[config.mk]
export PLATFORM = sky130hd
export DESIGN_NAME = r2p_front
export DESIGN_NICKNAME = d
export VERILOG_FILES = /design/src/hdl/r2p_pkg.sv /design/src/hdl/r2p_front.sv
export SDC_FILE = /design/constraint.sdc
export NUM_CORES = 1
export LEC_CHECK = 0
export BUFFER_PORTS_ARGS = -buffer_cell sky130_fd_sc_hd__buf_2
export CORE_ASPECT_RATIO = 0.9
export CORE_UTILIZATION = 57
export DETAILED_ROUTE_END_ITERATION = 8
export MAX_ROUTING_LAYER = met4
export PLACE_DENSITY = 0.89
export SYNTH_ARGS = -nofsm -noshare
export SYNTH_HDL_FRONTEND = slang
export SYNTH_SLANG_ARGS = --single-unit
[constraint.sdc]
create_clock -name clk -period 6.1 [get_ports clk]
set_clock_uncertainty 0.1 [all_clocks]
set_input_delay 0.915 -clock clk [delete_from_list [all_inputs] [get_ports clk]]
set_output_delay 0.915 -clock clk [all_outputs]
set_load 0.03 [all_outputs]
[src/hdl/r2p_pkg.sv]
// Package for the rectangular-to-polar converter.
// Holds field widths, quadrant codes, the arctangent table and the result type.
// No dependencies.
`timescale 1ns / 1ps
`default_nettype none

package r2p_pkg;

  localparam int DATA_WIDTH_DEF = 16;
  localparam int ITERATIONS_DEF = 16;
  localparam int GUARD_BITS     = 16;
  localparam int ACC_W          = 32;
  localparam int MAG_W          = 16;
  localparam int ANGLE_W        = 16;
  localparam int QUAD_W         = 3;

  localparam logic [QUAD_W-1:0] QUAD_ORIGIN = 3'd0;
  localparam logic [QUAD_W-1:0] QUAD_1      = 3'd1;
  localparam logic [QUAD_W-1:0] QUAD_2      = 3'd2;
  localparam logic [QUAD_W-1:0] QUAD_3      = 3'd3;
  localparam logic [QUAD_W-1:0] QUAD_4      = 3'd4;

  localparam logic [ACC_W-1:0] ACC_PI    = 32'h8000_0000;
  localparam logic [ACC_W-1:0] ACC_ROUND = 32'h0000_8000;

  // atan(2^-i), full circle = 2^32
  localparam logic [ACC_W-1:0] ARC_TABLE [32] = '{
    32'h20000000, 32'h12E4051E, 32'h09FB385B, 32'h051111D4,
    32'h028B0D43, 32'h0145D7E1, 32'h00A2F61E, 32'h00517C55,
    32'h0028BE53, 32'h00145F2F, 32'h000A2F98, 32'h000517CC,
    32'h00028BE6, 32'h000145F3, 32'h0000A2FA, 32'h0000517D,
    32'h000028BE, 32'h0000145F, 32'h00000A30, 32'h00000518,
    32'h0000028C, 32'h00000146, 32'h000000A3, 32'h00000051,
    32'h00000029, 32'h00000014, 32'h0000000A, 32'h00000005,
    32'h00000003, 32'h00000001, 32'h00000001, 32'h00000000
  };

  typedef struct packed {
    logic [MAG_W-1:0]   magnitude;
    logic [ANGLE_W-1:0] angle_over_pi;
    logic [QUAD_W-1:0]  quadrant;
  } result_t;

endpackage

`default_nettype wire

[src/hdl/r2p_front.sv]
// Front end: absolute values, quadrant, CORDIC pre-rotation, sum of squares.
// Three register stages. Depends on r2p_pkg.
`timescale 1ns / 1ps
`default_nettype none

module r2p_front #(
  parameter int DATA_WIDTH = r2p_pkg::DATA_WIDTH_DEF
) (
  input  wire logic                                   clk,
  input  wire logic                                   rst,
  input  wire logic                                   en,
  input  wire logic                                   valid_in,
  input  wire logic signed [DATA_WIDTH-1:0]           re,
  input  wire logic signed [DATA_WIDTH-1:0]           im,
  output logic                                        valid,
  output logic signed [DATA_WIDTH+r2p_pkg::GUARD_BITS+2:0] x,
  output logic signed [DATA_WIDTH+r2p_pkg::GUARD_BITS+2:0] y,
  output logic [r2p_pkg::ACC_W-1:0]                   acc,
  output logic [2*DATA_WIDTH-1:0]                     rem,
  output logic [2*DATA_WIDTH-1:0]                     root,
  output logic [r2p_pkg::QUAD_W-1:0]                  quad
);

  localparam int DW = DATA_WIDTH;
  localparam int G  = r2p_pkg::GUARD_BITS;
  localparam int XW = DW + G + 3;
  localparam int SW = 2 * DW;

  logic signed [DW:0]       re_neg, im_neg;
  logic [DW-1:0]            ar_next, ai_next;
  logic signed [XW-1:0]     xs_next, ys_next;
  logic [r2p_pkg::ACC_W-1:0] acc_next;
  logic [r2p_pkg::QUAD_W-1:0] quad_next;
  logic                     re_zero, im_zero;

  logic                     v1, v2;
  logic [DW-1:0]            ar, ai;
  logic signed [XW-1:0]     x1, y1, x2, y2;
  logic [r2p_pkg::ACC_W-1:0] acc1, acc2;
  logic [r2p_pkg::QUAD_W-1:0] quad1, quad2;
  logic [SW-1:0]            sq_re, sq_im;

  assign re_neg  = -{re[DW-1], re};
  assign im_neg  = -{im[DW-1], im};
  assign ar_next = re[DW-1] ? re_neg[DW-1:0] : re;
  assign ai_next = im[DW-1] ? im_neg[DW-1:0] : im;
  assign re_zero = (re == '0);
  assign im_zero = (im == '0);

  always_comb begin
    xs_next  = {{(XW-DW-G){re[DW-1]}}, re, {G{1'b0}}};
    ys_next  = {{(XW-DW-G){im[DW-1]}}, im, {G{1'b0}}};
    acc_next = '0;
    if (re[DW-1]) begin
      xs_next  = -xs_next;
      ys_next  = -ys_next;
      acc_next = r2p_pkg::ACC_PI;
    end
  end

  always_comb begin
    if (re_zero && im_zero) begin
      quad_next = r2p_pkg::QUAD_ORIGIN;
    end else if (!re[DW-1] && !im[DW-1]) begin
      quad_next = r2p_pkg::QUAD_1;
    end else if ((re[DW-1] || re_zero) && !im[DW-1]) begin
      quad_next = r2p_pkg::QUAD_2;
    end else if ((re[DW-1] || re_zero) && (im[DW-1] || im_zero)) begin
      quad_next = r2p_pkg::QUAD_3;
    end else begin
      quad_next = r2p_pkg::QUAD_4;
    end
  end

  always_ff @(posedge clk) begin
    if (rst) begin
      v1    <= 1'b0;
      v2    <= 1'b0;
      valid <= 1'b0;
    end else if (en) begin
      v1    <= valid_in;
      v2    <= v1;
      valid <= v2;
    end
  end

  always_ff @(posedge clk) begin
    if (en) begin
      ar    <= ar_next;
      ai    <= ai_next;
      x1    <= xs_next;
      y1    <= ys_next;
      acc1  <= acc_next;
      quad1 <= quad_next;
      sq_re <= SW'(ar) * SW'(ar);
      sq_im <= SW'(ai) * SW'(ai);
      x2    <= x1;
      y2    <= y1;
      acc2  <= acc1;
      quad2 <= quad1;
      rem   <= sq_re + sq_im;
      root  <= '0;
      x     <= x2;
      y     <= y2;
      acc   <= acc2;
      quad  <= quad2;
    end
  end

endmodule

`default_nettype wire

* Word-level counts from Yosys, hierarchy flattened *
Cells that the tools add are included.

storage, ports and cells
  register bits after elaboration = 446
  bits in latches = 0
  RAM bits = 0
  bits in read-only memories = 0
  output and inout bits = 170
  word-level logic and storage cells = 53
  memories = 0

cells by class
  add/subtract/negate cells = 5
  $mul = 2
  divide/modulo/power cells = 0
  magnitude comparators = 0
  equal/unequal tests = 0
  shift operators = 0
  muxes and demuxes = 8
  bitwise logic cells = 0
  reduce and logical (&&, ||, !) cells = 12

operators by type and width
  cell                 number
  $neg A32 Y35         2
  $mul A16 B16 Y32     2
  $mux W35             1
  $add A32 B32 Y32     1
  $logic_not A16 Y1    2
  $mux W32             1
  $neg A16 Y16         2
  $mux W31             1
  $mux W15             2
  $logic_and A1 B1 Y1  4
  $mux W3              1
  $reduce_or A3 Y1     1
  $logic_not A1 Y1     2
  $logic_or A1 B1 Y1   2
  $mux W2              1
  $reduce_or A2 Y1     1
  $mux W1              1

* Depth between registers and ports, before layout *
  word-level depth = 6
  gate-level depth with buffers = 26
  mapped depth without buffers = 23

* Worst setup path before layout *
No wires, ideal clock.

  path kind = register to register
  start = register ai[8]
  end = register sq_im[28], data pin
  setup time = 0.180 ns
  data arrival time = 6.231 ns
  required time = 5.820 ns
  path slack = -0.411 ns
  cell stages (with the launch flop) = 26
  clock period less this slack = 6.511 ns
  cell sequence = edfxtp_1 > clkbuf_1 > nand2_1 > inv_1 > fa_1 > inv_1 > fa_1 > inv_1 > fa_1 > inv_1 > fa_1 > inv_1 > fa_1 > inv_1 > fa_1 > inv_1 > ha_1 > buf_2 > a21oi_1 > nor2_1 > nor4_2 > a2111oi_2 > or2_1 > o2111a_1 > or4_1 > o311ai_1

between the ends
  longest elaborated chain between the ends = 1

ends and longest elaborated chain
  item                    line             source
  from (decl)             r2p_front.sv:37  logic [DW-1:0] ar, ai;
  from (signal assigned)  r2p_front.sv:90  ai <= ai_next;
  $mul A16 B16 Y32        r2p_front.sv:96  sq_im <= SW'(ai) * SW'(ai);
  to (signal assigned)    r2p_front.sv:96
  to (decl)               r2p_front.sv:41  logic [SW-1:0] sq_re, sq_im;

No other way between the ends.
A chain may end at the register's enable or synchronous reset.

* Final worst setup path *
  start = register ai[3]
  end = register sq_im[28], data pin

The elaborated chain is that of the path after synthesis.

==> run_results.csv <==
group,metric,value,unit
critical_path,critical-path-max-stage-delay,0.54,ns
sta,fin_tns_setup,-0.854,ns
logic_synthesis,synth_top_cells_by_area,"sky130_fd_sc_hd__edfxtp_1 (28%), sky130_fd_sc_hd__fa_1 (26%), sky130_fd_sc_hd__ha_1 (12%), sky130_fd_sc_hd__inv_1 (7.7%), sky130_fd_sc_hd__xnor2_1 (3.8%)",
logic_synthesis,async_reset_ff_share,0,%
sta,relSlewSlack,32.8,%
clock_network,tritoncts,"built",
sta,timing_worst_slew_pin_value,1.01,ns
sta,min_period_over_period,103,%
clock_network,cts-root-to-sink-buffers,3,
clock_network,cts.hold.buffers_added,0,
sta,final_critical_path_setup_slack,-0.182,ns
critical_path,cp_data_arrival_time,6.59,ns
sta,timing.final.crit_period,6.28,ns
sta,finalHoldViolCount,0,
finish,final_core_util,68.2,%
critical_path,crit_slowest_cell,"sky130_fd_sc_hd__fa_1",
drt,detail-route-antenna-nets,0,
finish,mostFrequentLayoutCell,"sky130_fd_sc_hd__inv_1",
job,drv.max_cap_violation_count,0,
logic_synthesis,synth_top_cell_by_area,"sky130_fd_sc_hd__edfxtp_1",
finish,finish.net_count,3373,
clock_network,cts_num_sinks,236,
finish,mostFrequentLayoutCells,"sky130_fd_sc_hd__inv_1 (490), sky130_fd_sc_hd__fa_1 (319), sky130_fd_sc_hd__edfxtp_1 (233)",
die,design.die.area,45100,sq um
place,post-dp-hpwl,45.8,mm
critical_path,regToRegEndpoint,"sq_im[28]",
logic_synthesis,synth-edff-count,233,
drt,wl,59.6,mm
logic_synthesis,postSynth.topFlopCell,"sky130_fd_sc_hd__edfxtp_1",
critical_path,r2r-start,"ai[3]",
logic_synthesis,syn-cell-area,25300,sq um
hold_path,min_path_cells,0,
clock_network,clock-root-buffer,"sky130_fd_sc_hd__clkbuf_16",
logic_synthesis,synth_seq_area_share,27.9,%
sta,endpoints_failing_setup,10,
clock_network,clkLatencyLatePin,0.59,ns
finish,final_layout_size_suffix_gt1_share,20.5,%
critical_path,timing.critical_path.cells,"nand2_4, inv_2, fa_1, inv_2, fa_1, inv_1, fa_1, inv_2, fa_1, inv_1, fa_1, inv_2, fa_1, inv_2, ha_4, buf_6, a21oi_4, nor2_2, nor4_4, a2111oi_4, or2_1, o2111a_1, or4_1, o311ai_1",
clock_network,cts-buffers-inserted,26,
critical_path,path_common_cell,"sky130_fd_sc_hd__fa_1",
die,die_h,202,microns
grt,grt.total_usage,27.1,%
critical_path,critical_path.n_buffers_inverters,8,
drt,viasPerCell,5.37,
finish,regArea,7060,sq um
finish,multi_input_combinational_cell_area,16500,sq um
place,gpl.final_weighted_congestion,0.951,
logic_synthesis,yosys_register_bits,236,
drt,pre_antenna_drt_iters,5,
finish,area_delta_synth_final,17.0,%
finish,filler_cell_count,3085,
drt,number_of_design_rule_violations_left_after_detail_routing,0,
critical_path,crit_required,6.41,ns
hold_path,min-delay-path-class,"reg -> reg",
sta,total_count_of_max_transition_violations_in_the_final_report,0,
sta,rsz0062_at_grt,"true",
die,die_width,224,microns
place,port_buf_inserts,110,
critical_path,worst_r2r_path_depth,24,
logic_synthesis,yosysWarnings,0,
sta,timing.hold.ws,0.317,ns
hold_path,hold_path_startpoint,"x2[22]",
die,number_of_top_level_design_ports,206,
hold_path,hold-path-endpoint,"x[22]",
grt,grt_pass1_wl,94.6,mm
critical_path,start_kind,"flip-flop",
drt,number_of_design_rule_violations_left_by_the_first_detailed_router_iteration,1184,
grt,largest_net_degree_at_the_start_of_global_routing,122,
outcome,outcome,"complete, but fails checks",
logic_synthesis,avgSynthCellArea,10.3,sq um
grt,initial_antenna_violation_count,0,
drt,dr_total_vias,18200,
critical_path,crit_path_max_fanout,5,
drt,wl_per_cell,17.6,microns
logic_synthesis,post_synth_inst_count,2452,
critical_path,setup.worst_path.class,"reg -> reg",
critical_path,end_kind,"flip-flop",
critical_path,cp_top_delay_family,"adder cells",
die,core,43300,sq um
clock_network,cts_htree_levels,1,
sta,max_freq,159,MHz
critical_path,setup.reg_to_reg.worst_slack,-0.18,ns
die,initial_utilization,58.3,%
logic_synthesis,netlist.area_leader.share,27.7,%
outcome,violated_checks,"setup timing",
clock_network,clk_pin_slew_worst_setup_hold_paths,0.07,ns
logic_synthesis,ys_types,67,
die,core.rowCount,72,
grt,number_of_global_route_vias_before_repair,19300,
grt,globalRoute.totalOverflow,0,
==> cell usage after synthesis (10+ instances only) <==
cell type	n
sky130_fd_sc_hd__xor2_1	26
sky130_fd_sc_hd__nand2b_1	16
sky130_fd_sc_hd__nor3_1	20
sky130_fd_sc_hd__a21oi_1	90
sky130_fd_sc_hd__xnor2_1	110
sky130_fd_sc_hd__o21bai_1	15
sky130_fd_sc_hd__nand3_1	22
sky130_fd_sc_hd__edfxtp_1	233
sky130_fd_sc_hd__nand4_1	19
sky130_fd_sc_hd__ha_1	238
sky130_fd_sc_hd__fa_1	327
sky130_fd_sc_hd__and2_1	87
sky130_fd_sc_hd__inv_1	520
sky130_fd_sc_hd__a211oi_1	13
sky130_fd_sc_hd__nor2b_1	16
sky130_fd_sc_hd__nand2_1	208
sky130_fd_sc_hd__buf_4	95
sky130_fd_sc_hd__or3_1	10
sky130_fd_sc_hd__o21ai_0	52
sky130_fd_sc_hd__clkbuf_1	61
sky130_fd_sc_hd__nor2_1	89
sky130_fd_sc_hd__o31ai_1	11
sky130_fd_sc_hd__a21o_1	47
==> how the worst max path moves through the flow <==
| stage | start | end | slack (ns) | cells past startpoint |
|---|---|---|---|---|
| after floorplan | ai[8] | sq_im[28] | -0.1 | 25 |
| after global placement | ar[3] | sq_re[29] | -0.24 | 21 |
| after detailed placement | ai[2] | sq_im[28] | -0.39 | 24 |
| after CTS | ai[3] | sq_im[28] | -0.16 | 24 |
| after global routing | ai[3] | sq_im[28] | -0.42 | 24 |
| final | ai[3] | sq_im[28] | -0.18 | 24 |
==> final cells by class <==
| type | count | share of cell area [%] |
|---|---|---|
| antenna | 1 | 0.00847 |
| clock buffer | 32 | 2.28 |
| clock inverter | 13 | 0.335 |
| inverter | 520 | 6.61 |
| multi-input combinational | 1629 | 55.7 |
| sequential | 236 | 23.9 |
| tap | 592 | 2.51 |
| timing repair buffer | 359 | 8.68 |
==> through the flow <==
| stage | worst slack, ns | area [sq um] | std cells |
|---|---|---|---|
| final | -0.182 | 29500 | 3382 |
| after global routing | -0.418 | 29500 | 3381 |
| after CTS | -0.162 | 28900 | 3366 |
| after detailed placement | -0.394 | 27400 | 3279 |
| after global placement | -0.238 | 27400 | 3279 |
| after floorplan | -0.0965 | 25700 | 2548 |
==> routing by layer <==
metal / wire [microns] / vias up / GRT usage (%) / share of wire [%]
li1: - / 8304 / - / -
met1: 24400 / 9028 / 34.9 / 41
met2: 29600 / 692 / 44.4 / 50
met3: 4020 / 138 / 4.54 / 6.7
met4: 1630 / 0 / 7.12 / 2.7
met5: 0 / - / - / 0
==> sequential cells by signal (all words and copies together) (netlist names), 4 cells and up <==
| signal | flops |
|---|---|
| rem | 32 |
| sq_im | 30 |
| sq_re | 30 |
| x2 | 19 |
| x | 19 |
| y2 | 19 |
| y | 19 |
| y1 | 18 |
| ai | 16 |
| ar | 15 |
| x1 | 4 |
==> timing repair <==
item / CTS / global route
pin swaps: 72 / 77
gates cloned: 0 / 0
buffers inserted: 42 / 21
endpoints found under the hold margin: 0 / 0
gates resized for setup: 85 / 123
setup endpoints to repair: 25 / 29
==> logic make-up after synthesis <==
family | Yosys count | share of synthesized area, %
AND/OR/NAND/NOR | 532 | 10.3
buffers and inverters | 683 | 11.6
XOR/XNOR | 136 | 4.72
flip-flops | 236 | 27.9
AO/OA/AOI/OAI | 290 | 7.41
other | 1 | 0.0149
adder cells (fa/ha/maj) | 565 | 37.7
multiplexers | 9 | 0.367
Power is not shown: default switching activity piles up to over one toggle a cycle in this logic, so the estimate is an artifact.
