**src/hdl/r2p_pkg.sv**
```systemverilog
// Package for the rectangular-to-polar converter.
// Holds field widths, quadrant codes, the arctangent table and the result type.
// No dependencies.
`timescale 1ns / 1ps
`default_nettype none

package r2p_pkg;

  localparam int DATA_WIDTH_DEF = 16;
  localparam int ITERATIONS_DEF = 16;
  localparam int GUARD_BITS     = 16;
  localparam int ACC_W          = 32;
  localparam int MAG_W          = 16;
  localparam int ANGLE_W        = 16;
  localparam int QUAD_W         = 3;

  localparam logic [QUAD_W-1:0] QUAD_ORIGIN = 3'd0;
  localparam logic [QUAD_W-1:0] QUAD_1      = 3'd1;
  localparam logic [QUAD_W-1:0] QUAD_2      = 3'd2;
  localparam logic [QUAD_W-1:0] QUAD_3      = 3'd3;
  localparam logic [QUAD_W-1:0] QUAD_4      = 3'd4;

  localparam logic [ACC_W-1:0] ACC_PI    = 32'h8000_0000;
  localparam logic [ACC_W-1:0] ACC_ROUND = 32'h0000_8000;

  // atan(2^-i), full circle = 2^32
  localparam logic [ACC_W-1:0] ARC_TABLE [32] = '{
    32'h20000000, 32'h12E4051E, 32'h09FB385B, 32'h051111D4,
    32'h028B0D43, 32'h0145D7E1, 32'h00A2F61E, 32'h00517C55,
    32'h0028BE53, 32'h00145F2F, 32'h000A2F98, 32'h000517CC,
    32'h00028BE6, 32'h000145F3, 32'h0000A2FA, 32'h0000517D,
    32'h000028BE, 32'h0000145F, 32'h00000A30, 32'h00000518,
    32'h0000028C, 32'h00000146, 32'h000000A3, 32'h00000051,
    32'h00000029, 32'h00000014, 32'h0000000A, 32'h00000005,
    32'h00000003, 32'h00000001, 32'h00000001, 32'h00000000
  };

  typedef struct packed {
    logic [MAG_W-1:0]   magnitude;
    logic [ANGLE_W-1:0] angle_over_pi;
    logic [QUAD_W-1:0]  quadrant;
  } result_t;

endpackage

`default_nettype wire

```
**src/hdl/r2p_cell.sv**
```systemverilog
// One cell of the chain: a CORDIC vectoring rotation and one root digit.
// Stages past the rotation count or digit count pass their data on. Depends on r2p_pkg.
`timescale 1ns / 1ps
`default_nettype none

module r2p_cell #(
  parameter int DATA_WIDTH = r2p_pkg::DATA_WIDTH_DEF,
  parameter int ITERATIONS = r2p_pkg::ITERATIONS_DEF,
  parameter int STAGE      = 0
) (
  input  wire logic                                        clk,
  input  wire logic                                        rst,
  input  wire logic                                        en,
  input  wire logic                                        valid_in,
  input  wire logic signed [DATA_WIDTH+r2p_pkg::GUARD_BITS+2:0] x_in,
  input  wire logic signed [DATA_WIDTH+r2p_pkg::GUARD_BITS+2:0] y_in,
  input  wire logic [r2p_pkg::ACC_W-1:0]                   acc_in,
  input  wire logic [2*DATA_WIDTH-1:0]                     rem_in,
  input  wire logic [2*DATA_WIDTH-1:0]                     root_in,
  input  wire logic [r2p_pkg::QUAD_W-1:0]                  quad_in,
  output logic                                             valid,
  output logic signed [DATA_WIDTH+r2p_pkg::GUARD_BITS+2:0] x,
  output logic signed [DATA_WIDTH+r2p_pkg::GUARD_BITS+2:0] y,
  output logic [r2p_pkg::ACC_W-1:0]                        acc,
  output logic [2*DATA_WIDTH-1:0]                          rem,
  output logic [2*DATA_WIDTH-1:0]                          root,
  output logic [r2p_pkg::QUAD_W-1:0]                       quad
);

  localparam int XW = DATA_WIDTH + r2p_pkg::GUARD_BITS + 3;
  localparam int SW = 2 * DATA_WIDTH;

  logic signed [XW-1:0]      x_next, y_next;
  logic [r2p_pkg::ACC_W-1:0] acc_next;
  logic [SW-1:0]             rem_next, root_next;

  generate
    if (STAGE < ITERATIONS) begin : g_rot
      logic signed [XW-1:0] xs, ys;
      assign xs = x_in >>> STAGE;
      assign ys = y_in >>> STAGE;
      always_comb begin
        if (!y_in[XW-1]) begin
          x_next   = x_in + ys;
          y_next   = y_in - xs;
          acc_next = acc_in + r2p_pkg::ARC_TABLE[STAGE];
        end else begin
          x_next   = x_in - ys;
          y_next   = y_in + xs;
          acc_next = acc_in - r2p_pkg::ARC_TABLE[STAGE];
        end
      end
    end else begin : g_rot_pass
      assign x_next   = x_in;
      assign y_next   = y_in;
      assign acc_next = acc_in;
    end

    if (STAGE < DATA_WIDTH) begin : g_root
      localparam logic [SW-1:0] BIT = SW'(1) << (2 * (DATA_WIDTH - 1 - STAGE));
      logic [SW:0] trial;
      assign trial = {1'b0, root_in} + {1'b0, BIT};
      always_comb begin
        if ({1'b0, rem_in} >= trial) begin
          rem_next  = rem_in - trial[SW-1:0];
          root_next = (root_in >> 1) + BIT;
        end else begin
          rem_next  = rem_in;
          root_next = root_in >> 1;
        end
      end
    end else begin : g_root_pass
      assign rem_next  = rem_in;
      assign root_next = root_in;
    end
  endgenerate

  always_ff @(posedge clk) begin
    if (rst) begin
      valid <= 1'b0;
    end else if (en) begin
      valid <= valid_in;
    end
  end

  always_ff @(posedge clk) begin
    if (en) begin
      x    <= x_next;
      y    <= y_next;
      acc  <= acc_next;
      rem  <= rem_next;
      root <= root_next;
      quad <= quad_in;
    end
  end

endmodule

`default_nettype wire

```
**config.mk**
```make
export PLATFORM = sky130hd
export DESIGN_NAME = r2p_cell
export DESIGN_NICKNAME = d
export VERILOG_FILES = /design/src/hdl/r2p_pkg.sv /design/src/hdl/r2p_cell.sv
export SDC_FILE = /design/constraint.sdc
export NUM_CORES = 1
export LEC_CHECK = 0
export BUFFER_PORTS_ARGS = -buffer_cell sky130_fd_sc_hd__buf_4
export CORE_ASPECT_RATIO = 0.6
export CORE_MARGIN = 4
export CORE_UTILIZATION = 40
export DETAILED_ROUTE_END_ITERATION = 8
export GPL_TIMING_DRIVEN = 0
export PLACE_DENSITY_LB_ADDON = 0.08
export SYNTH_ARGS = -nofsm -noshare
export SYNTH_HDL_FRONTEND = slang
export SYNTH_SLANG_ARGS = --single-unit
```
**constraint.sdc**
```tcl
create_clock -name clk -period 3.6 [get_ports clk]
set_input_delay 0.54 -clock clk [delete_from_list [all_inputs] [get_ports clk]]
set_output_delay 0.54 -clock clk [all_outputs]
set_load 0.03 [all_outputs]
```
Word-level counts from Yosys, hierarchy flattened --
Cells that the tools add are included. Widths: inputs -> output; s select.
Operators by class: add/sub/neg operators 8, $lt $le $gt $ge 1, mux-type cells 5
Operators with widths (count):
- $mux 35 | 2
- $sub 35x35->35 | 2
- $mux 32 | 2
- $add 35x35->35 | 1
- $add 32x31->33 const B | 1
- $ge 32x33->1 | 1
- $add 31x31->32 const B | 1
- $add 32x30->32 const B | 1
- $sub 32x30->32 const B | 1
- $sub 32x32->32 | 1
- $mux 31 | 1
Storage, ports and cells: register bits 170, bits of input ports 173, output and inout port bits 170, logic and storage cells 22

Depth between registers and ports, before layout --
Gate-level depths: netlist (run 1).
depth after elaboration 3, depth in mapped cells 13, mapped depth without buffers 12

Worst setup path after synthesis (run 1) --
OpenSTA, ideal clock, no wires.
path kind input-to-reg, start input port x_in[0] in the netlist's numbering, end register y[32] in the netlist's numbering (data pin), data arrival time 3.099 ns, path slack 0.234 ns, stages 11, path buffers 0, path through ha_1 fa_1 nor2b_1 o311ai_4 a211oi_1 o31a_1 a311o_1 a211o_1 a41oi_2 o21bai_1 xnor2_1
Between the ends: word-level cells in the longest chain between the ends 2, elaborated cells on any way between the ends 3, those cells by class add/sub: 2; mux: 1
Ends and longest elaborated chain:
- start, declared | line r2p_cell.sv:15 | input wire logic signed [DATA_WIDTH+r2p_pkg::GUARD_BITS+2:0] x_in,
- $sub 35x35->35 / $add 35x35->35 (equally long branches) | line r2p_cell.sv:45, r2p_cell.sv:49
- $mux 35 (*) | line r2p_cell.sv:43 | if (!y_in[XW-1]) begin
- net y_next[32] | line r2p_cell.sv:33 | logic signed [XW-1:0] x_next, y_next;
- end signal, assigned | line r2p_cell.sv:89 | y <= y_next;
- end, declared | line r2p_cell.sv:23 | output logic signed [DATA_WIDTH+r2p_pkg::GUARD_BITS+2:0] y,
The timed path passes the listed nets; every way through them passes the cells marked *. A chain may end at the register's enable or synchronous reset.

Worst setup path after layout (run 1) --
start input port x_in[8] in the netlist's numbering, end register x[27] in the netlist's numbering (data pin)
Between the ends: word-level cells in the longest chain between the ends 2, elaborated cells on any way between the ends 3, those cells by class add/sub: 2; mux: 1
Ends and longest elaborated chain:
- $add 35x35->35 / $sub 35x35->35 (equally long branches) | line r2p_cell.sv:44, r2p_cell.sv:48
- $mux 35 (*) | line r2p_cell.sv:43
- net x_next[27] | line r2p_cell.sv:33
- end signal, assigned | line r2p_cell.sv:88 | x <= x_next;
- end, declared | line r2p_cell.sv:22 | output logic signed [DATA_WIDTH+r2p_pkg::GUARD_BITS+2:0] x,
Marks and branches as above.

==> results.ini, run 1 <==
[setup_path]
critical-path-top-delay-family = compound AO/OA/AOI/OAI gates
endpoint_kind = register
worstPathBufferInverterCount = 3
criticalPathCategory = input pin to register
r2r_setup_slack_ns = 3.00
path_max_fanout = 5
crit_arrival_ns = 3.79
cp_slowest_cell = o31ai_1
max_stage_delay_ns = 0.69
crit_required_ns = 3.79
path_cells = buf_4, inv_1, ha_1, or3_1, o31ai_1, nor3_4, a31oi_2, o41ai_4, buf_4, o31ai_1, mux2i_1, xor2_1
startpoint_type = input pin

[floorplan]
dieWidth_um = 245
placementRows = 51
ioPinCount = 343
die_h_um = 150
initial_core_util = 0.411
die_area_mm2 = 0.0368
core-area_mm2 = 0.0328

[power_and_ir_drop]
p_leak_uw = 0.00766
p_sw_frac = 0.395
p_switching_uw = 2960
intPower_uw = 4530
peakVddDrop_v = 0.000348
power_frac_comb = 0.391
pwr-share-clk = 0.267
seqPwrFrac = 0.342
p_per_area_mw_per_mm2 = 428

[finish]
fillers = 3093
final_core_util = 0.533
drive_gt1_frac = 0.250
final_nets = 2115
syn2layout_area_growth_pct = 29.7

[synthesis]
syn_nets = 1747
synth.most_common_cell = edfxtp_1
seq_area_frac_synth = 0.376
yosys-top-cells-area = edfxtp_1, ha_1, a21oi_1
avgSynthCellArea_um2 = 9.40
synth_ff_type = edfxtp_1
synth_cells = 1434
synthesis.area_mm2 = 0.0135
synth_top_area_frac = 0.374
synth_cell_types = 78
yosys_warnings = 0
yosys-top-cells-count = edfxtp_1, a21oi_1, inv_1, ha_1, nor2_1
async_reset_ff_frac = 0
ys_ff_latch = 169
synth-edff-count = 168
yosys.area.top_type = edfxtp_1

[sta]
setup_viol = 0
drv_slew = 0
fmax_mhz = 278
postLayoutSetupSlackWorst_ns = 0.00865
skew_ns = 0
min_period_ns = 3.59
finalCritPeriodShare = 0.998
hold_viol_final = 0
worst_pin_slew_ns = 1.07
relSlewSlack = 0.285

[route]
wl_per_cell_um = 22.2
remaining_drc_errors = 0
vias_per_cell = 5.57
final_antenna_net_count = 0
routed_wl_mm = 50.3
via_count = 12624
drt_iter0_markers = 1230
drt_first_pass_iters = 5

[cts]
cts-htree-levels = 4
clk_pin_slew_worst_paths_ns = 0.09
clockBufferDepth = 2
cts_root_buf = clkbuf_16
holdBufCountCts = 0
cts_tree = yes
clk_latency_ns = 0.46
cts-buffers-inserted = 17
clock-sinks = 169

[place]
portBuffers = 341
pre_cts_ws_ns = -0.723
post-dp-hpwl_mm = 40.5
routabilityCongestion = 0.988

[global_routing]
grt_pass1_vias = 11760
grt_use_total = 0.264
antenna_found_initial = 0
grt_max_degree = 115
globalRouteOverflowTotal = 0
grt_first_pass_wirelength_mm = 73.6

[outcome]
outcome = finished, final reports clean

[flow_run]
maxCapViolCount = 0

[worst_hold_path]
hold_path_class = input pin to register

flip-flops by register name, summed over array words and instances (netlist names):
| register | count |
|---|---|
| x | 35 |
| valid | 1 |
| y | 34 |
| quad | 3 |
| acc | 32 |
| rem | 32 |
| root | 32 |
routing by layer:
| layer | vias up | share of wire | global-route usage |
|---|---|---|---|
| li1 | 5929 | - | - |
| met1 | 6035 | 0.49 | 0.416 |
| met2 | 617 | 0.38 | 0.343 |
| met3 | 43 | 0.12 | 0.0959 |
| met4 | 0 | 0.012 | 0.0439 |
| met5 | - | 0 | 0 |
power by group through the flow:
stage / sequential, uW / combinational, uW / clock [uW]
4_1_cts: 2570 / 2830 / 2050
5_1_grt: 2590 / 3110 / 2120
3_3_place_gp: 2600 / 2810 / 0
6_report: 2560 / 2920 / 2000
2_1_floorplan: 3120 / 1210 / 0
3_5_place_dp: 2610 / 2810 / 0
final timing paths:
check	from	endpoint	cells past startpoint
max reg2reg	valid	valid	2
min	rst	valid	2
max	x_in[8]	x[27]	12
min reg2reg	valid	valid	2
kinds of logic (layout without fill, tap and decap cells):
kind of cell,after synthesis,in the layout,synth area share
other cells,0,1,0
fa+ha+maj,140,140,0.133
mux,46,46,0.0368
simple gates,298,298,0.106
flops,169,169,0.376
buf+inv,214,595,0.0617
compound gates,469,469,0.223
xor+xnor,98,98,0.0637
layout by cell type (no fill, tap or decap), types with 15 or more instances in the layout:
master	count
mux2_2	20
xnor2_1	74
nor3_1	22
a21o_1	36
nor2_1	97
ha_1	134
edfxtp_1	168
nor2b_1	16
o21bai_1	37
nand4_1	24
a211oi_1	15
nand2_1	63
nand3_1	21
o21ai_0	86
clkbuf_1	42
nand2b_1	16
buf_4	350
a21oi_1	165
inv_1	147
xor2_1	24
mux2i_1	18
clkbuf_16	17
layout make-up:
type,count,area [um2],area share
Multi-Input combinational cell,1051,7730,0.442
Sequential cell,169,5060,0.290
Timing Repair Buffer,350,2670,0.153
Inverter,151,567,0.0324
Tap cell,450,563,0.0322
Clock buffer,17,425,0.0243
Buffer,62,262,0.0150
Clock inverter,15,208,0.0119
Antenna cell,1,2.50,0.000143
through the flow:
step | instances | area [um2] | setup TNS (ns) | hold WS (ns) | total power, uW
3_5_place_dp | 2226 | 16600 | -19.35 | 0.492 | 5410
2_1_floorplan | 1434 | 13500 | 0 | 0.612 | 4330
3_3_place_gp | 2225 | 16600 | -18.46 | 0.483 | 5410
5_1_grt | 2265 | 17500 | -0.0508 | 0.196 | 7820
4_1_cts | 2258 | 17300 | 0 | 0.192 | 7450
6_report | 2266 | 17500 | 0 | 0.220 | 7490
what timing repair did:
item | CTS | global route
pin swaps | 2 | 10
setup buffers | 0 | 8
setup endpoints to repair | 8 | 40
gates resized for setup | 6 | 21
(Power assumes the default switching activity.)
==> run 2: changes to the inputs <==
CORE_MARGIN = 5   (was 4)
REMOVE_ABC_BUFFERS = 1   (was not set)
==> results.ini, run 2 (synthesis gave the netlist of run 1 again) <==
[route]
final_antenna_net_count = 0  ; unchanged
vias_per_cell = 5.42  ; -2.7%
routed_wl_mm = 43.5  ; -14%
drt_first_pass_iters = 6  ; +1
wl_per_cell_um = 19.7  ; -11%
via_count = 11985  ; -5.1%
remaining_drc_errors = 0  ; unchanged
drt_iter0_markers = 993  ; -19%

[global_routing]
grt_use_total = 0.221  ; -0.0428
grt_first_pass_wirelength_mm = 65.8  ; -11%
antenna_found_initial = 1  ; +1
globalRouteOverflowTotal = 0  ; unchanged
grt_max_degree = 111  ; -3.5%
grt_pass1_vias = 11346  ; -3.5%

[finish]
final_common_cell = buf_4
most-common-layout-cells = buf_4, edfxtp_1, a21oi_1
fillers = 3187  ; +3.0%
antenna_cells = 0  ; -1
multi_input_area_mm2 = 0.00769  ; -0.50%
largest_register_ff_count = 35  ; unchanged
final_core_util = 0.512  ; -0.0209
syn2layout_area_growth_pct = 27.4
top_register = x
largestRegisters = x: 35 flops, y: 34 flops
drive_gt1_frac = 0.247  ; -0.00301
final_nets = 2052  ; -3.0%
regArea_mm2 = 0.00506  ; unchanged

[sta]
fmax_mhz = 284  ; +1.9%
setup_viol = 0  ; unchanged
skew_ns = 0  ; unchanged
drv_slew = 0  ; unchanged
min_period_ns = 3.52  ; -0.0668 ns
relSlewSlack = 0.275  ; -0.00987
hold_viol_final = 0  ; unchanged
finalCritPeriodShare = 0.979  ; -0.0185
worst_pin_slew_ns = 1.09  ; +0.0148 ns

[place]
routabilityCongestion = 0.925  ; -6.4%
portBuffers = 342  ; +0.29%
post-dp-hpwl_mm = 34.5  ; -15%

[setup_path]
crit_required_ns = 3.80  ; about the same
startpoint_type = input pin
crit_arrival_ns = 3.73  ; -0.06 ns
path_max_fanout = 5  ; unchanged
criticalPathCategory = input pin to register
endpoint_kind = register

[power_and_ir_drop]
p_leak_uw = 0.00753  ; -1.8%
peakVddDrop_v = 0.000322  ; -7.5%
power.total_uw = 7280  ; -2.8%
p_per_area_mw_per_mm2 = 424  ; -0.94%

[cts]
clock-sinks = 169  ; unchanged
holdBufCountCts = 0  ; unchanged
cts-htree-levels = 4  ; unchanged
clockBufferDepth = 2  ; unchanged
cts-buffers-inserted = 17  ; unchanged
cts_root_buf = clkbuf_16
clk_latency_ns = 0.46  ; about the same
cts_tree = yes
clk_pin_slew_worst_paths_ns = 0.08  ; about the same

[floorplan]
initial_core_util = 0.402  ; -0.00869
die_area_mm2 = 0.0376  ; +2.2%
dieWidth_um = 247  ; +0.82%
core-area_mm2 = 0.0335  ; +2.2%
die_h_um = 152  ; +1.3%
ioPinCount = 343  ; unchanged
placementRows = 52  ; +2.0%

[worst_hold_path]
hold_path_class = input pin to register

[outcome]
outcome = finished, final reports clean

[flow_run]
maxCapViolCount = 0  ; unchanged

==> run 2: cell type report <==
cell class                      count  share of cell area
Clock inverter                     15              0.0109
Tap cell                          459              0.0334
Multi-Input combinational cell   1051               0.448
Clock buffer                       17              0.0248
Sequential cell                   169               0.295
Inverter                          151              0.0330
Timing Repair Buffer              349               0.155
==> run 2: power by group <==
group | switching (uW) | internal, uW
Sequential | 70.3 | 2490
Clock | 985 | 950
Combinational | 1730 | 1060
Total | 2790 | 4490
==> run 2: worst max-delay path: stages <==
cell      delay, ns
buf_4          0.12
ha_1           0.23
fa_2           0.37
nor2b_1        0.19
o311ai_4       0.39
a211oi_4       0.13
o31a_1         0.33
a311o_2        0.48
a211o_4        0.38
a41oi_2        0.23
o21ai_1        0.12
xnor2_1        0.19
==> run 2: routing by layer <==
| layer | share of wire | wire, um | up-vias | track usage |
|---|---|---|---|---|
| met2 | 0.43 | 18700 | 447 | 0.329 |
| met1 | 0.47 | 20500 | 5680 | 0.327 |
| met5 | 0.00030 | 13 | - | 0 |
| met3 | 0.085 | 3700 | 48 | 0.0587 |
| met4 | 0.015 | 647 | 2 | 0.0451 |
| li1 | - | - | 5808 | - |
==> run 2: final timing paths <==
| check | depth (start not counted) | to | slack [ns] | from |
|---|---|---|---|---|
| worst min register to register | 2 | valid | 0.51 | valid |
| worst max-delay path | 12 | x[32] | 0.08 | x_in[0] |
| worst min-delay path | 2 | valid | 0.22 | rst |
| worst max register to register | 2 | valid | 3.01 | valid |
==> run 2: through the flow <==
step / hold WS, ns / setup TNS (ns) / setup slack (ns) / std cells / cell area [um2]
2_1_floorplan: 0.612 / -1.41 / -0.0609 / 1371 / 13200
3_3_place_gp: 0.484 / -45.43 / -1.08 / 2172 / 16400
3_5_place_dp: 0.499 / -17.61 / -0.588 / 2175 / 16400
4_1_cts: 0.206 / 0 / 0.0487 / 2207 / 17100
5_1_grt: 0.213 / -0.00544 / -0.00544 / 2211 / 17200
6_report: 0.222 / 0 / 0.0754 / 2211 / 17200
==> run 2: what timing repair did <==
action | CTS | global route
gates resized for setup | 4 | 14
endpoints found under the hold margin | 0 | 0
pin swaps | 0 | 3
setup endpoints to repair | 5 | 17
setup buffers | 0 | 4
