File: src/hdl/r2p_pkg.sv
// Package for the rectangular-to-polar converter.
// Holds field widths, quadrant codes, the arctangent table and the result type.
// No dependencies.
`timescale 1ns / 1ps
`default_nettype none

package r2p_pkg;

  localparam int DATA_WIDTH_DEF = 16;
  localparam int ITERATIONS_DEF = 16;
  localparam int GUARD_BITS     = 16;
  localparam int ACC_W          = 32;
  localparam int MAG_W          = 16;
  localparam int ANGLE_W        = 16;
  localparam int QUAD_W         = 3;

  localparam logic [QUAD_W-1:0] QUAD_ORIGIN = 3'd0;
  localparam logic [QUAD_W-1:0] QUAD_1      = 3'd1;
  localparam logic [QUAD_W-1:0] QUAD_2      = 3'd2;
  localparam logic [QUAD_W-1:0] QUAD_3      = 3'd3;
  localparam logic [QUAD_W-1:0] QUAD_4      = 3'd4;

  localparam logic [ACC_W-1:0] ACC_PI    = 32'h8000_0000;
  localparam logic [ACC_W-1:0] ACC_ROUND = 32'h0000_8000;

  // atan(2^-i), full circle = 2^32
  localparam logic [ACC_W-1:0] ARC_TABLE [32] = '{
    32'h20000000, 32'h12E4051E, 32'h09FB385B, 32'h051111D4,
    32'h028B0D43, 32'h0145D7E1, 32'h00A2F61E, 32'h00517C55,
    32'h0028BE53, 32'h00145F2F, 32'h000A2F98, 32'h000517CC,
    32'h00028BE6, 32'h000145F3, 32'h0000A2FA, 32'h0000517D,
    32'h000028BE, 32'h0000145F, 32'h00000A30, 32'h00000518,
    32'h0000028C, 32'h00000146, 32'h000000A3, 32'h00000051,
    32'h00000029, 32'h00000014, 32'h0000000A, 32'h00000005,
    32'h00000003, 32'h00000001, 32'h00000001, 32'h00000000
  };

  typedef struct packed {
    logic [MAG_W-1:0]   magnitude;
    logic [ANGLE_W-1:0] angle_over_pi;
    logic [QUAD_W-1:0]  quadrant;
  } result_t;

endpackage

`default_nettype wire

File: src/hdl/r2p_out.sv
// Output stage: rounds magnitude and angle, holds the result in an output
// register backed by a skid register. Depends on r2p_pkg.
`timescale 1ns / 1ps
`default_nettype none

module r2p_out #(
  parameter int DATA_WIDTH = r2p_pkg::DATA_WIDTH_DEF
) (
  input  wire logic                         clk,
  input  wire logic                         rst,
  input  wire logic                         up_valid,
  output logic                              up_ready,
  input  wire logic [r2p_pkg::ACC_W-1:0]    acc,
  input  wire logic [2*DATA_WIDTH-1:0]      rem,
  input  wire logic [2*DATA_WIDTH-1:0]      root,
  input  wire logic [r2p_pkg::QUAD_W-1:0]   quad,
  output logic                              valid,
  input  wire logic                         ready,
  output r2p_pkg::result_t                  data
);

  localparam int SW = 2 * DATA_WIDTH;

  r2p_pkg::result_t          fin;
  r2p_pkg::result_t          skid_data;
  logic                      skid_valid;
  logic [SW-1:0]             rounded;
  logic [r2p_pkg::ACC_W-1:0] acc_rounded;

  assign rounded     = root + SW'(rem > root);
  assign acc_rounded = acc + r2p_pkg::ACC_ROUND;

  always_comb begin
    fin.magnitude     = r2p_pkg::MAG_W'(rounded);
    fin.quadrant      = quad;
    fin.angle_over_pi = acc_rounded[r2p_pkg::ACC_W-1 -: r2p_pkg::ANGLE_W];
    if (quad == r2p_pkg::QUAD_ORIGIN) begin
      fin.angle_over_pi = '0;
    end
  end

  assign up_ready = !skid_valid;

  always_ff @(posedge clk) begin
    if (rst) begin
      valid      <= 1'b0;
      skid_valid <= 1'b0;
    end else if (ready || !valid) begin
      if (skid_valid) begin
        valid      <= 1'b1;
        skid_valid <= 1'b0;
      end else begin
        valid <= up_valid;
      end
    end else if (up_valid && up_ready) begin
      skid_valid <= 1'b1;
    end
  end

  always_ff @(posedge clk) begin
    if (ready || !valid) begin
      data <= skid_valid ? skid_data : fin;
    end else if (up_valid && up_ready) begin
      skid_data <= fin;
    end
  end

  a_skid_needs_out: assert property (@(posedge clk) disable iff (rst)
    skid_valid |-> valid)
    else $error("skid register full while output register empty");

  a_skid_on_stall: assert property (@(posedge clk) disable iff (rst)
    $rose(skid_valid) |-> $past(valid && !ready))
    else $error("skid register filled without a stalled output");

  a_origin_zero: assert property (@(posedge clk) disable iff (rst)
    valid && data.quadrant == r2p_pkg::QUAD_ORIGIN |->
      data.magnitude == '0 && data.angle_over_pi == '0)
    else $error("origin result with nonzero magnitude or angle");

  a_nonorigin_mag: assert property (@(posedge clk) disable iff (rst)
    valid && data.quadrant != r2p_pkg::QUAD_ORIGIN && DATA_WIDTH <= 16 |->
      data.magnitude != '0)
    else $error("nonzero input gave zero magnitude");

endmodule

`default_nettype wire

File: config.mk
export PLATFORM = sky130hd
export DESIGN_NAME = r2p_out
export DESIGN_NICKNAME = d
export VERILOG_FILES = /design/src/hdl/r2p_pkg.sv /design/src/hdl/r2p_out.sv
export SDC_FILE = /design/constraint.sdc
export NUM_CORES = 1
export LEC_CHECK = 0
export ABC_AREA = 1
export BUFFER_PORTS_ARGS = -buffer_cell sky130_fd_sc_hd__buf_2
export CORE_MARGIN = 1
export CORE_UTILIZATION = 45
export CTS_CLUSTER_SIZE = 8
export DETAILED_ROUTE_END_ITERATION = 8
export GPL_TIMING_DRIVEN = 0
export PLACE_DENSITY_LB_ADDON = 0.15
export SYNTH_ARGS = -nofsm -noshare
export SYNTH_HDL_FRONTEND = slang
export SYNTH_SLANG_ARGS = --single-unit
File: constraint.sdc
create_clock -name clk -period 3.6 [get_ports clk]
set_clock_uncertainty 0.1 [all_clocks]
set_input_delay 0.36 -clock clk [delete_from_list [all_inputs] [get_ports clk]]
set_output_delay 0.36 -clock clk [all_outputs]
set_load 0.05 [all_outputs]
* After elaboration in Yosys (flattened, before gate mapping)
Cells that the tools add are included.
Storage, ports and cells: memory bits (writable) 0, bits in registers 72, bits in latches 0, output and inout port bits 37, memories kept 0, word-level logic and storage cells 22, ROM bits 0, bits of input ports 103
Cells by class: order comparisons 1, $mul 0, shifts and indexed selects 0, equality and inequality tests 0, reduce and logical (&&, ||, !) cells 7, muxes and demuxes 3, add/sub/neg operators 2, bitwise gates (word level) 1, divide/modulo/power cells 0
Operator list (count):
- $mux W35 | 1
- $add A32 B16 Y32 const B | 1
- $gt A32 B32 Y1 | 1
- $add A16 B1 Y16 | 1
- $mux W16 | 1
- $logic_not A3 Y1 | 1
- $logic_not A1 Y1 | 2
- $reduce_and A2 Y1 | 1
- $reduce_or A2 Y1 | 1
- $logic_and A1 B1 Y1 | 1
- $logic_or A1 B1 Y1 | 1
- $mux W1 | 1
- $not A1 Y1 | 1

* Longest topological paths before layout
Gate-level depths: netlist (run 1).
depth after elaboration 4, depth in mapped cells 25, mapped depth without buffers 25

* Least setup slack after synthesis (run 1)
OpenSTA, ideal clock, no wires.
path kind register to register, from reg valid, to reg skid_data[0] (netlist bit) (enable), library setup time 0.427 ns, setup slack -0.103 ns, path buffers 0, data required time 3.073 ns, period minus slack after synthesis 3.703 ns, data arrival time 3.176 ns, cell stages (with the launch flop) 3, cells stage by stage dfxtp_1 nand2_1 nor2_1
On the way: cells in the longest elaborated chain, start to end 4
RTL lines:
- start, declared | RTL line r2p_out.sv:17 | output logic valid,
- start signal, assigned | RTL line r2p_out.sv:53 | valid <= up_valid;
- $logic_not A1 Y1 | RTL line r2p_out.sv:61 | if (ready || !valid) begin
- $logic_or A1 B1 Y1 | RTL line r2p_out.sv:61
- $not A1 Y1 (no line)
- $reduce_and A2 Y1 (no line)
- end signal, assigned | RTL line r2p_out.sv:64 | skid_data <= fin;
- end, declared | RTL line r2p_out.sv:25 | r2p_pkg::result_t skid_data;
Every way passes these cells. A chain may end at the register's enable or synchronous reset.

* Final worst setup path (run 1)
from in root[10], to reg data[31] (netlist bit) (data pin)
On the way: cells in the longest elaborated chain, start to end 3
RTL lines:
- start, declared | RTL line r2p_out.sv:15 | input wire logic [2*DATA_WIDTH-1:0] root,
- $gt A32 B32 Y1 | RTL line r2p_out.sv:30 | assign rounded = root + SW'(rem > root);
- $add A16 B1 Y16 (*) | RTL line r2p_out.sv:30
- $mux W35 (*) | RTL line r2p_out.sv:62 | data <= skid_valid ? skid_data : fin;
- end signal, assigned | RTL line r2p_out.sv:62
- end, declared | RTL line r2p_out.sv:19 | output r2p_pkg::result_t data
Every way passes the cells marked *; elsewhere a longest branch is shown, timed or not.

==> results of run 1 <==
-- placed cells by master (no fill, tap or decap) --
| cell | count |
|---|---|
| nand2_1 | 153 |
| buf_2 | 126 |
| edfxtp_1 | 70 |
| inv_1 | 63 |
| ha_1 | 35 |
| nor2_1 | 28 |
| a21oi_1 | 24 |
| nand3_1 | 18 |
| clkbuf_8 | 12 |
| o21ai_0 | 11 |
| xor2_1 | 11 |
| nor3_1 | 9 |
| nand2_2 | 6 |
| nand4_1 | 5 |
| clkbuf_1 | 5 |
| o21a_1 | 4 |
| nor2_2 | 4 |
| nor2_4 | 4 |
| o21ai_1 | 4 |
| nor3_2 | 2 |
| and3_1 | 2 |
| inv_6 | 2 |
| dfxtp_1 | 2 |
| a21o_1 | 1 |
| inv_2 | 1 |
| clkinv_2 | 1 |
| nor3_4 | 1 |
| nand3b_1 | 1 |
| a31oi_1 | 1 |
| buf_1 | 1 |
| clkinv_4 | 1 |
| clkinvlp_4 | 1 |
| buf_12 | 1 |
-- per-layer routing --
layer / wire (µm) / vias up
li1: - / 1813
met1: 4080 / 1605
met2: 4570 / 98
met3: 501 / 4
met4: 59 / 0
met5: 0 / -
-- cells by family after synthesis --
kind of cell / synth area share
AOI/OAI and AO/OA: 0.0570
xor gates and xnor gates: 0.0230
adders and majority gates: 0.104
buffers and inverters: 0.0662
DFF: 0.511
and+or+nand+nor: 0.238
-- sequential cells by signal, indices dropped and copies added, names as in the netlist --
name / cells
data: 35
skid_data: 35
skid_valid: 1
valid: 1
-- cell type report --
cell class / instances / area [µm²]
sequential: 72 / 2140
buffer: 8 / 32.5
fill: 802 / 3710
tap: 108 / 135
clock inverter: 4 / 33.8
inverter: 65 / 245
timing repair buffer: 125 / 641
multi-input combinational: 324 / 1780
clock buffer: 12 / 165
-- report_power, final --
group	internal [mW]	total, mW	switching, mW
sequential	0.980	0.993	0.0129
clock	0.313	0.630	0.316
combinational	0.129	0.432	0.302
-- synth_stat cells (all sizes together) --
library cell / number
a21o: 1
inv: 64
nand3b: 1
dfxtp: 2
clkinv: 1
o21ai: 15
nand2: 159
ha: 35
a31oi: 1
o21a: 4
nand3: 18
buf: 3
nand4: 5
xor2: 11
edfxtp: 70
and3: 2
nor3: 12
a21oi: 24
clkbuf: 5
nor2: 36
-- per-stage QoR --
stage / hold slack [ps] / instances
after floorplan: 329 / 469
final: 84.5 / 718
after global placement: 398 / 701
after detailed placement: 405 / 702
after global routing: 82.2 / 718
after CTS: 72.7 / 718
-- worst reg2reg max path, delay by kind of cell (launching register included) --
family,cells,cell delay [ps]
buffers and inverters,4,950
AND/OR/NAND/NOR,2,380
flip-flops,1,300
-- worst paths after layout --
kind	start	to	slack, ps	depth (start not counted)
min	rst	valid	80	2
max	root[10]	data[31]	870	16
max reg2reg	skid_valid	skid_data[20]	1540	6
min reg2reg	skid_data[25]	data[25]	420	2
==> results.toml, run 1 <==
[status]
status = "finished, violations left"
violations = "DRC"

[floorplanning]
core_mm2 = 0.00889
die_x_um = 98.5
rows = 34
dieArea_mm2 = 0.00971
initial_core_util = 0.472
die_y_um = 98.5
num_io_pins = 140

[clock_network]
cts_resized = 0
htree_levels = 3
cts-root-buf = "clkbuf_8"
numClockSinks = 72
cts_tree = "done"
post_cts_buffers = 0
clk_latency_ps = 340
clk_pin_slew_ps = 80
holdBufCountCts = 0
clockBufferDepth = 2
cts_inserted_buffers = 9

[detailed_routing]
antenna_left = 0
wl_per_cell_um = 12.8
initialDrtViolationCount = 163
vias = 3520
wl_um = 9210
drc = 10
drt_first_pass_iters = 7
via_per_inst = 4.90

[setup_path]
cp_top_family = "simple AND/OR/NAND/NOR gates"
slowest_delay_ps = 300
worstPathRequired_ps = 3580
critPathKind = "in2reg"
crit_arrival_ps = 2710
startpoint_type = "input port"
cp_max_fo = 4
cpMostUsedCell = "nand2_1"
worstPathCellList = "buf_2, inv_1, ha_1, nand4_1, nor3_1, nand2_1, nand2_1, nand2_1, a21oi_1, ha_1, ha_1, nand2_1, nor3_2, nand2_1, o21ai_0, a31oi_1"
critPathCaptureType = "flop"
path_buf_inv = 2
slowest_stage = "ha_1"

[power]
peakVddDrop_v = 0.000185
p_leak_nw = 2.55
total_power_mw = 2.05
power.density_mw_per_mm2 = 397

[synth]
syn_area_mm2 = 0.00419
ys_ff_latch = 72
synthCells = 469
syn_area_per_cell_um2 = 8.94
synthDistinctLibCells = 28
yosys.area.top_type = "edfxtp_1"
synth_nets = 607
yosys.area.top_type_share = 0.501
yosysSeqAreaShare = 0.511
yosysWarnings = 0
synth_top_cells_by_area = "edfxtp_1 (50%), nand2_1 (14%), ha_1 (10%), inv_1 (5.6%), a21oi_1 (2.9%)"

[grt]
grt_overflow_total = 0
grt_pass1_vias = 3436
top_usage_layer = "met2"
gr-usage-met3 = 0.0340
met2_usage = 0.354
met1_usage = 0.248
grt_max_degree = 39
grt_pass1_wl_um = 15200
grt_antenna_before_repair = 0
grtUsageTotal = 0.199

[finish]
fin_area_mm2 = 0.00518
utilization = 0.582
syn2layout_area_growth_pct = 23.5
diodes = 0
nNetsFinal = 743
layout-drive-gt1-share = 0.266

[timing]
clock.fmax_mhz = 367
setup_violations = 0
setup_ws_ps = 873
post-route-period-util = 0.757
tightestPinTransition_ps = 938
rsz0062_at_grt = "no"
period_minus_slack_ps = 2730
hold_viol_final = 0
fin_setup_tns_ps = 0
maxSlewHeadroom = 0.373
report.final.slew_viol_count = 0

[placed_design]
post-place-ws_ps = 549
dp_hpwl_um = 7110
gp_congestion = 0.929
place_area_mm2 = 0.00498
io_buffers = 124

[run]
maxCapViolCount = 0

[min_path]
holdCritPathClass = "in2reg"
No activity file was read; power rests on OpenSTA's default activity.
==> run 2: changes to the inputs <==
Clock period 3.6 ns to 2.5 ns, I/O delays scaled along.
==> run 2 against run 1 <==
Against the previous run: the flow still finishes with violations (DRC); core utilization increased by 4.7 points; design area increased by 8.1%; critical path depth increased by 5; first-iteration DRC count increased by 23%; total power increased by 52%; flip-flop and latch count unchanged; via count increased by 2.5%; clock power increased by 58%; largest cell class unchanged; worst hold slack got worse by 38 ps; global-route usage increased by 0.45 points; die area unchanged.
==> results.toml, run 2 (same netlist as run 1, synthesis figures left out) <==
[floorplanning]
dieArea_mm2 = 0.00971
die_y_um = 98.5
rows = 34
initial_core_util = 0.472
num_io_pins = 140
core_mm2 = 0.00889
die_x_um = 98.5

[detailed_routing]
wirelength_met1_um = 4370
antenna_left = 0
via_per_inst = 4.95
drc = 8
initialDrtViolationCount = 201
maxUsedRoutingLayer = "met4"
wl_met3_um = 480
wl_um = 9890
wl_per_cell_um = 13.6
drt_first_pass_iters = 9
routed-wl-met2_um = 4880
vias = 3607

[placed_design]
io_buffers = 124
place_area_mm2 = 0.00496
gp_congestion = 0.853
dp.cells = 701
post-place-ws_ps = -524
dp_hpwl_um = 6950

[finish]
utilization = 0.630
syn2layout_area_growth_pct = 33.5
top_regs = "data (35), skid_data (35)"
fillers = 756
multiInputGateArea_mm2 = 0.00203
layout-drive-gt1-share = 0.335
fin_area_mm2 = 0.00560
mostFrequentLayoutCell = "nand2_1"
diodes = 0
seqCellArea_mm2 = 0.00214
nNetsFinal = 753
instances_no_fill = 728
final_cell_mix = "nand2_1 (146), buf_2 (114), edfxtp_1 (70)"

[setup_path]
critPathKind = "in2reg"
startpoint_type = "input port"
cp_max_fo = 4
regToRegSetupSlack_ps = 250
rr_worst_depth = 5
worstPathCellList = "buf_2, inv_1, ha_4, nand2_2, o21ai_1, a21oi_1, nand2_1, nand2_1, a21oi_2, ha_2, nand2_2, nor2_4, nand2_4, inv_4, nand2_4, nor2_4, nand2_1, nand2_1, nand2_2, nand2_2, nand2_1"
crit_arrival_ps = 2480
cp_top_family = "simple AND/OR/NAND/NOR gates"
slowest_delay_ps = 280
critPathCaptureType = "flop"
path_buf_inv = 3
worstPathRequired_ps = 2510
slowest_stage = "ha_4"
cpMostUsedCell = "nand2_1"
timing.rr.start = "skid_valid"
reg2reg_to = "skid_data[0]"

[clock_network]
cts_inserted_buffers = 9
clk_pin_slew_ps = 90
numClockSinks = 72
htree_levels = 3
cts-root-buf = "clkbuf_8"
clk_latency_ps = 340
cts_tree = "done"
clockBufferDepth = 2

[power]
total_power_mw = 3.13
peakVddDrop_v = 0.000329
p_leak_nw = 2.68
power.density_mw_per_mm2 = 559

[status]
status = "finished, violations left"
violations = "DRC"

[timing]
period_minus_slack_ps = 2470
whs_ps = 46.9
clock.fmax_mhz = 405
report.final.slew_viol_count = 0
hold_viol_final = 0
post-route-period-util = 0.987
tightestPinTransition_ps = 988
fin_setup_tns_ps = 0
rsz0062_at_grt = "yes"
setup_violations = 0
setup_ws_ps = 31.7
maxSlewHeadroom = 0.339

[min_path]
hp-start = "quad[0]"
holdPathStages = 1
holdCritPathClass = "in2reg"
whs_endpoint = "skid_data[0]"

[grt]
grtUsageTotal = 0.203
grt_max_degree = 40
grt_overflow_total = 0
grt_antenna_before_repair = 0
grt_pass1_vias = 3426
grt_pass1_wl_um = 15500

[run]
maxCapViolCount = 0
## run 2: cell types whose count changed in the layout (fill, tap and decap cells not counted), moves of 4 or more
| cell | change |
|---|---|
| nand2_2 | +4 |
| nand2_1 | -7 |
| buf_4 | +12 |
| inv_4 | +6 |
| buf_2 | -12 |
| buf_6 | +5 |
| ha_1 | -13 |
| inv_1 | -9 |
| ha_4 | +12 |
## run 2: what timing repair did
action                     4_1_cts  5_1_grt
pin swaps                        3       20
cloned                           1        0
hold buffers                     1        0
hold endpoints to repair         2        0
gates resized for setup          4       71
setup buffers                    0        9
setup endpoints to repair       40       35
## run 2: routing by layer
layer	vias up	track usage
met4	0	0.0654
met3	14	0.0312
met1	1647	0.269
met2	111	0.344
met5	-	0
li1	1835	-
## run 2: worst max path at each step
stage / to / slack, ps / cells after the start / start
after floorplan: data[31] / 50 / 15 / root[14]
after global placement: data[31] / -500 / 16 / root[12]
after detailed placement: data[33] / -520 / 17 / root[10]
after CTS: data[33] / -70 / 17 / root[14]
after global routing: data[32] / -150 / 21 / root[15]
final: data[32] / 30 / 21 / root[15]
## run 2: report_power, final
| group | switching, mW | internal [mW] |
|---|---|---|
| logic | 0.471 | 0.231 |
| registers | 0.0197 | 1.41 |
| clock network | 0.512 | 0.485 |
| total | 1.00 | 2.13 |
## run 2: layout make-up
type | count | share of cell area
Sequential cell | 72 | 0.383
Multi-Input combinational cell | 325 | 0.363
Timing Repair Buffer | 134 | 0.140
Inverter | 65 | 0.0472
Tap cell | 108 | 0.0241
Clock buffer | 9 | 0.0221
Clock inverter | 7 | 0.0156
Buffer | 8 | 0.00581
## run 2: worst reg2reg max path: stages, from the launching register on
cell,delay [ps]
dfxtp_1,310
clkbuf_1,120
inv_1,150
buf_1,430
nand2_1,280
nor2_4,500
==> run 3: changes to the inputs <==
Settings changed: ABC_AREA 1 to not set.
==> run 3 against run 2 <==
Against the previous run: the flow finishes with violations (setup timing); core utilization grew 3.5 points; clock power decreased by 19%; register-to-register slack improved by 320 ps; non-clock buffer count up 16; worst hold slack worse by 28 ps; final cell count shrank 15%; sequential power about the same; synthesized cell count down 27%; maximum frequency is 8.6% lower; count of clock-buffer cells in the layout is 1 higher; via count shrank 12%; critical path type unchanged; largest cell class is now multi-input combinational cells.
==> results.toml, run 3 <==
[synth]
synth-xor-area-share = 0.0683
syn_area_mm2 = 0.00405
synthDistinctLibCells = 39
yosys.area.top_type_share = 0.519
synth-compound-area-share = 0.0639
synth_nets = 481
ys_ff_latch = 72
synth_edf_count = 70
yosysMostFrequentCell = "edfxtp_1"
post_synth_fa_ha_maj_area_fraction = 0.108
synth_top_family_by_area = "simple AND/OR/NAND/NOR gates"
synthCells = 343
yosysSeqAreaShare = 0.529
synth_common_cells = "edfxtp_1 (70), ha_1 (35), inv_1 (35), nand2_1 (27), nor2_1 (24)"
yosys.area.top_type = "edfxtp_1"
synth-simple-area-share = 0.131
async_flop_share = 0
synth_flop_cell = "edfxtp_1"
synth_top_cells_by_area = "edfxtp_1 (52%), ha_1 (11%), mux2_2 (5.6%), xnor2_1 (4.1%), inv_1 (3.2%)"
yosysWarnings = 0
syn_area_per_cell_um2 = 11.8
synthMuxAreaShare = 0.0556

[timing]
report.final.slew_viol_count = 0
hold_viol_final = 0
tightestPinTransition_ps = 534
maxSlewHeadroom = 0.642
whs_ps = 18.9
period_minus_slack_ps = 2700
setup_ws_ps = -201
clock.fmax_mhz = 370
setup_violations = 15
rsz0062_at_grt = "yes"
post-route-period-util = 1.08

[setup_path]
critPathKind = "in2reg"
crit_arrival_ps = 2700
regToRegSetupSlack_ps = 570
startpoint_type = "input port"
cp_max_fo = 4
critPathCaptureType = "flop"
rr_worst_depth = 5
timing.rr.start = "skid_valid"
worstPathRequired_ps = 2500
reg2reg_to = "data[15]"
critPathCapture = "data[29]"
crit_start = "root[11]"

[detailed_routing]
vias = 3167
drc = 0
antenna_left = 0
wl_per_cell_um = 15.0
via_per_inst = 5.14
drt_first_pass_iters = 4
initialDrtViolationCount = 85
wl_um = 9230

[finish]
utilization = 0.665
instances_no_fill = 616
mostFrequentLayoutCell = "buf_2"
final_cell_mix = "buf_2 (109), edfxtp_1 (70), nor2_1 (24)"
fillers = 684
nNetsFinal = 641
top_regs = "data (35), skid_data (35)"
syn2layout_area_growth_pct = 43.2
layout-drive-gt1-share = 0.506
diodes = 0
fin_area_mm2 = 0.00580

[floorplanning]
core_mm2 = 0.00872
num_io_pins = 140
die_y_um = 96.9
dieArea_mm2 = 0.00938
rows = 34
die_x_um = 96.9
initial_core_util = 0.464

[grt]
grt_pass1_vias = 3115
grt_max_degree = 39
grt_pass1_wl_um = 14900
grt_antenna_before_repair = 0
grt_overflow_total = 0
grtUsageTotal = 0.203

[status]
status = "finished, violations left"
violations = "setup timing"

[placed_design]
gp_congestion = 0.768
post-place-ws_ps = -718
place_area_mm2 = 0.00507
dp_hpwl_um = 6600
dp.cells = 576
io_buffers = 124

[min_path]
holdCritPathClass = "in2reg"

[clock_network]
cts-root-buf = "clkbuf_8"
htree_levels = 3
clk_latency_ps = 350
clockBufferDepth = 2
clk_pin_slew_ps = 80
numClockSinks = 72
cts_tree = "done"
cts_inserted_buffers = 9

[run]
maxCapViolCount = 0

[power]
p_leak_nw = 2.45
peakVddDrop_v = 0.000250
power.density_mw_per_mm2 = 513
-- run 3: cell count changes after synthesis, moves of 6 or more --
cell / change
o21ai_0: -6
mux2_2: +20
o31ai_1: +13
a21oi_1: -10
nand2_1: -127
xnor2_1: +19
inv_1: -28
-- run 3: kinds of logic (layout without fill, tap and decap cells) --
logic type / Yosys count / count (layout)
compound gates: 40 / 40
fa+ha+maj: 35 / 35
simple gates: 102 / 102
mux: 20 / 20
xor+xnor: 29 / 29
flops: 72 / 72
buf+inv: 45 / 210
-- run 3: cell type report --
cell class	instances	area, µm²	area share
multi-input combinational	226	2160	0.373
sequential	72	2140	0.370
timing repair buffer	149	963	0.166
inverter	36	180	0.0311
tap	108	135	0.0233
clock buffer	10	128	0.0220
buffer	9	43.8	0.00755
clock inverter	6	42.5	0.00734
-- run 3: per-stage QoR --
step           setup TNS [ps]  power (mW)
2_1_floorplan           -1760        1.89
3_3_place_gp           -21890        2.08
3_5_place_dp           -12710        2.10
4_1_cts                 -1710        2.95
5_1_grt                 -3470        3.12
6_report                -1810        2.98
-- run 3: report_power, final --
part           internal [mW]  leakage, nW  switching [mW]  total (mW)
clock network          0.364       0.0847           0.446       0.810
logic                  0.290         1.67           0.450       0.739
registers               1.41        0.702          0.0180        1.43
-- run 3: worst min path at each step --
| stage | cells past startpoint | endpoint | start | slack (ps) |
|---|---|---|---|---|
| finish | 1 | skid_data[1] | quad[1] | 20 |
| detailed placement | 2 | valid | rst | 320 |
| global route | 1 | skid_data[0] | quad[0] | 4 |
| CTS | 1 | skid_data[0] | quad[0] | 1 |
| floorplan | 1 | valid | rst | 210 |
| global placement | 2 | valid | rst | 320 |
-- run 3: critical path: stages --
cell	delay [ps]
buf_12	80
inv_4	30
ha_4	250
nand4_1	130
nor4_2	330
a21boi_2	220
o31ai_2	80
a21oi_1	190
ha_2	240
ha_4	150
and3_4	230
nand4_1	100
xnor2_1	160
mux2_4	260
-- run 3: per-layer routing --
metal  global-route usage  share of wire  up-vias
met2                0.327           0.49       88
met1                0.269           0.45     1493
met3               0.0535          0.052        8
met4               0.0586         0.0096        0
li1                     -              -     1578
met5                    0              0        -
-- run 3: repair_timing --
item / 4_1_cts / 5_1_grt
hold endpoints to repair: 3 / 0
pin swaps: 19 / 19
gates cloned: 0 / 0
hold buffers: 2 / 0
setup endpoints to repair: 20 / 40
gates resized for setup: 45 / 35
buffers inserted: 10 / 12
